File: src/rtl/rfps_alu.sv
// Shared arithmetic unit: the two products of one rotation.
`default_nettype none
module rfps_alu (
	input  wire logic signed [33:0] a,
	input  wire logic signed [33:0] b,
	input  wire logic signed [15:0] c,
	input  wire logic signed [15:0] s,
	output logic signed [49:0] p_ac,
	output logic signed [49:0] p_bs
);
	// Two products of one rotation; summed and rounded by the sequencer after a register
	always_comb begin
		p_ac = 50'(a * c);
		p_bs = 50'(b * s);
	end
endmodule
`default_nettype wire

File: config.mk
export PLATFORM = sky130hd
export DESIGN_NAME = rfps_alu
export DESIGN_NICKNAME = d
export VERILOG_FILES = /design/src/rtl/rfps_alu.sv
export SDC_FILE = /design/constraint.sdc
export NUM_CORES = 2
export LEC_CHECK = 0
export BUFFER_PORTS_ARGS = -buffer_cell sky130_fd_sc_hd__clkbuf_2
export CAP_MARGIN = 20
export CORE_ASPECT_RATIO = 1.4
export CORE_UTILIZATION = 30
export DETAILED_ROUTE_END_ITERATION = 7
export PLACE_DENSITY_LB_ADDON = 0.3
export REMOVE_ABC_BUFFERS = 1
export SYNTH_ARGS = -nofsm -noshare
export SYNTH_HDL_FRONTEND = slang
export SYNTH_SLANG_ARGS = --single-unit
export TNS_END_PERCENT = 5
File: constraint.sdc
create_clock -name vclk -period 9.65
set_input_delay 1.4475 -clock vclk [all_inputs]
set_output_delay 1.4475 -clock vclk [all_outputs]
set_load 0.005 [all_outputs]
Word-level counts from Yosys, hierarchy flattened. Cells that the tools add are included.

Register bits after elaboration: 0. Logic and storage cells: 2.

Multipliers: 2.

Operator list (count): $mul A34 B16 Y50 (2).

Depth between registers and ports, before layout.
Word-level depth: 1. Gate-level depth with buffers: 25.

Least setup slack after synthesis. OpenSTA, ideal clock, no wires.

Path type: input -> output. From: in s[7]. To: out p_bs[40]. Data arrival time: 7495 ps. Data required time: 8203 ps. Slack: 708 ps. Cell stages on the path: 24. Path through: clkbuf_1 -> clkbuf_1 -> nand2_1 -> fa_1 -> inv_1 -> fa_1 -> inv_1 -> fa_1 -> inv_1 -> fa_1 -> fa_1 -> inv_1 -> fa_1 -> inv_1 -> ha_1 -> a21oi_1 -> o21ai_1 -> a311o_1 -> a22oi_4 -> nand3_2 -> o31a_4 -> a41o_4 -> or4b_1 -> o2111ai_1.

Cells in the longest elaborated chain, start to end: 1.

Ends and longest elaborated chain: from (decl) (RTL line 7) `input wire logic signed [15:0] s,`; $mul A34 B16 Y50 (RTL line 14) `p_bs = 50'(b * s);`; to (decl) (RTL line 9) `output logic signed [49:0] p_bs`.

No other way between the ends.

Final worst setup path.
From: in c[5]. To: out p_ac[46].

Cells in the longest elaborated chain, start to end: 1.

Ends and longest elaborated chain: from (decl) (RTL line 6) `input wire logic signed [15:0] c,`; $mul A34 B16 Y50 (RTL line 13) `p_ac = 50'(a * c);`; to (decl) (RTL line 8) `output logic signed [49:0] p_ac,`.

No other way between the ends.

==> summary.txt <==
Place
  • Post-DP Area: 41,100 um2
  • DP HPWL: 87.1 mm
  • Port bufs: 200
  • Placed cell count: 6,088
  • GP Congestion: 0.865

Timing
  • Final hold violations: 0
  • Final period utilization: 97.7%
  • Max transition margin: 53.1%
  • Max-slew violations: 0
  • Final Setup Violations: 0
  • Max Clk Rate: 106 MHz
  • RSZ-0062 raised after global routing: yes
  • Slew @ Worst Pin: 0.700 ns
  • WHS: 3.48 ns
  • Final min period: 9.43 ns

Synthesis
  • Average cell area after synthesis: 8.73 um2
  • Area leader, netlist: fa_1
  • Synth Cell Area: 37,800 um2
  • Sequential element share of the synthesized area: 0%
  • Top-area cell type share of the netlist area: 54.5%
  • Dominant cells by area after synthesis: fa_1, inv_1, ha_1, and2_1, nand2_1
  • Synth warn: 0
  • Cell variety after synth: 75
  • Post-synthesis cell count: 4,324

Global routing
  • Initial antenna violation count: 1
  • GRT Overall Usage: 16.3%
  • Vias in the first global route: 31,128
  • Largest net degree at the start of global routing: 34
  • Global-route wire length before repair: 166 mm
  • GRT overflow: 0

Worst setup path
  • CP required: 8.20 ns
  • Worst setup path class: in2out
  • Worst Setup Start Kind: input pin
  • CP Max Fanout: 14
  • Crit path DAT: 7.98 ns
  • Worst stage delay on the critical path: 0.56 ns
  • Crit path capture type: output port
  • Most frequent CP cell: fa_1
  • Slowest stage cell, crit path: fa_1

Route
  • Met1 WL: 38.6 mm
  • DR iter-0 viols: 1,190
  • Routed WL per cell: 16.6 um
  • Routed WL: 101 mm
  • Routed wl met2: 56.2 mm
  • Antenna Violating Nets Remaining: 0
  • DR WL met3: 2.99 mm
  • Max layer used: met4
  • First drt pass iteration count: 8
  • DR vias/cell: 4.63
  • DRC: 10
  • Routed vias: 28,185

Die
  • Y dimension of the die: 422 um
  • Die width: 302 um
  • Die Footprint: 127,000 um2
  • Initial Util: 30.3%
  • Core Rows: 153
  • I/O pin cnt: 200
  • Core ar.: 124,000 um2

Finish
  • Final instance area: 41,400 um2
  • Fraction of layout cells with a size suffix above 1: 8.42%
  • Final-layout clock buffer total: 0
  • Seq cells: 0
  • N_diodes: 0
  • Nets: 5,833
  • Cell Count, Final, Fillers Out: 6,094
  • Seq. cell area: 0 um2
  • Synthesis-to-finish area growth: 9.52%

Run status
  • Status: finished with violations
  • Failing checks: design-rule violations

CTS
  • Hold buffers post-CTS: 0

Flow run
  • MaxCap Viol Count: 0

Hold path
  • Worst Hold Class: in2out
## worst max-delay path, delay by kind of cell
family,cells,cell delay (ns)
buffers and inverters,11,1.55
adders and majority gates,7,3.29
and+or+nand+nor,7,1.43
AOI/OAI and AO/OA,2,0.23
## placed cells by master, fill, tap and decap left out, types with 4 or more instances in the layout
master    instances
and3_1           10
o31ai_1           5
o21bai_1         18
nor2b_1           4
or2_2             4
a21boi_0          4
fa_1           1028
a31o_2            4
xor2_1           22
nor3_1           18
nand2b_1         18
and2_1          434
xnor2_1          77
o21ai_0          36
buf_4           115
inv_1          1198
ha_1            233
clkbuf_2        185
a21oi_1          89
a21o_1           44
o211ai_1          9
clkbuf_4          6
buf_2             7
o21a_1           14
nand4_1          12
a211oi_1          4
buf_6             9
a21oi_2           8
nor2_1          103
a211o_1           5
nand2_1         638
nand3_1          19
o21ai_1           5
buf_12            7
## metrics by stage
| stage | TNS (ns) | setup slack, ns | utilization, % |
|---|---|---|---|
| final | 0 | 0.225 | 33.2 |
| after global routing | -0.0894 | -0.0688 | 33.2 |
| after CTS | -0.0417 | -0.0417 | 33.1 |
| after floorplan | 0 | 0.895 | - |
| after global placement | -0.395 | -0.123 | 33.0 |
| after detailed placement | -0.286 | -0.111 | 33.0 |
## final cells by class
type / instances / area [um2]
fillers: 13304 / 83100
inverters: 1198 / 4500
multi-input cells: 2937 / 32700
well taps: 1627 / 2040
repair buffers: 332 / 2170
## metal layers
metal,vias to the layer above,GRT usage [%]
met5,-,0
met4,0,4.54
met3,141,0.638
met2,540,31.3
met1,14875,19.5
li1,12629,-
## cells in the mapped netlist, types with 4 or more instances
cell type	number
xnor2_1	77
a21o_1	44
a211o_1	5
inv_1	1198
a31o_2	4
nor3_1	18
fa_1	1028
o21ai_1	5
o21a_1	14
nand3_1	19
o211ai_1	9
o21bai_1	18
clkbuf_1	187
nor2b_1	4
and3_1	10
a21boi_0	4
o31ai_1	6
a21oi_1	95
xor2_1	22
nand2_1	638
nor2_1	103
ha_1	236
nand4_1	12
a211oi_1	5
nand2b_1	18
o21ai_0	37
and2_1	434
or2_2	4
## path summary, 6_finish.rpt
path	start	end	cells past startpoint
max	c[5]	p_ac[46]	27
min	b[0]	p_bs[0]	3
## cell families (layout without fill, tap and decap cells)
kind of cell               after synthesis  after routing  share of synthesized area, %
buffers and inverters                 1387           1530                          13.8
muxes                                    1              1                        0.0265
AOI/OAI and AO/OA                      289            289                          5.22
xor gates and xnor gates                99             99                          2.30
and+or+nand+nor                       1284           1284                          16.3
adders and majority gates             1264           1264                          62.3
## timing repair
| action | in CTS | in global routing |
|---|---|---|
| cloned | 0 | 1 |
| endpoints found under the setup margin | 7 | 22 |
| gates resized for setup | 5 | 52 |
| setup buffers | 0 | 5 |
| pin swaps | 1 | 9 |
Power is not shown: default switching activity piles up to over one toggle a cycle in this logic, so the estimate is an artifact.
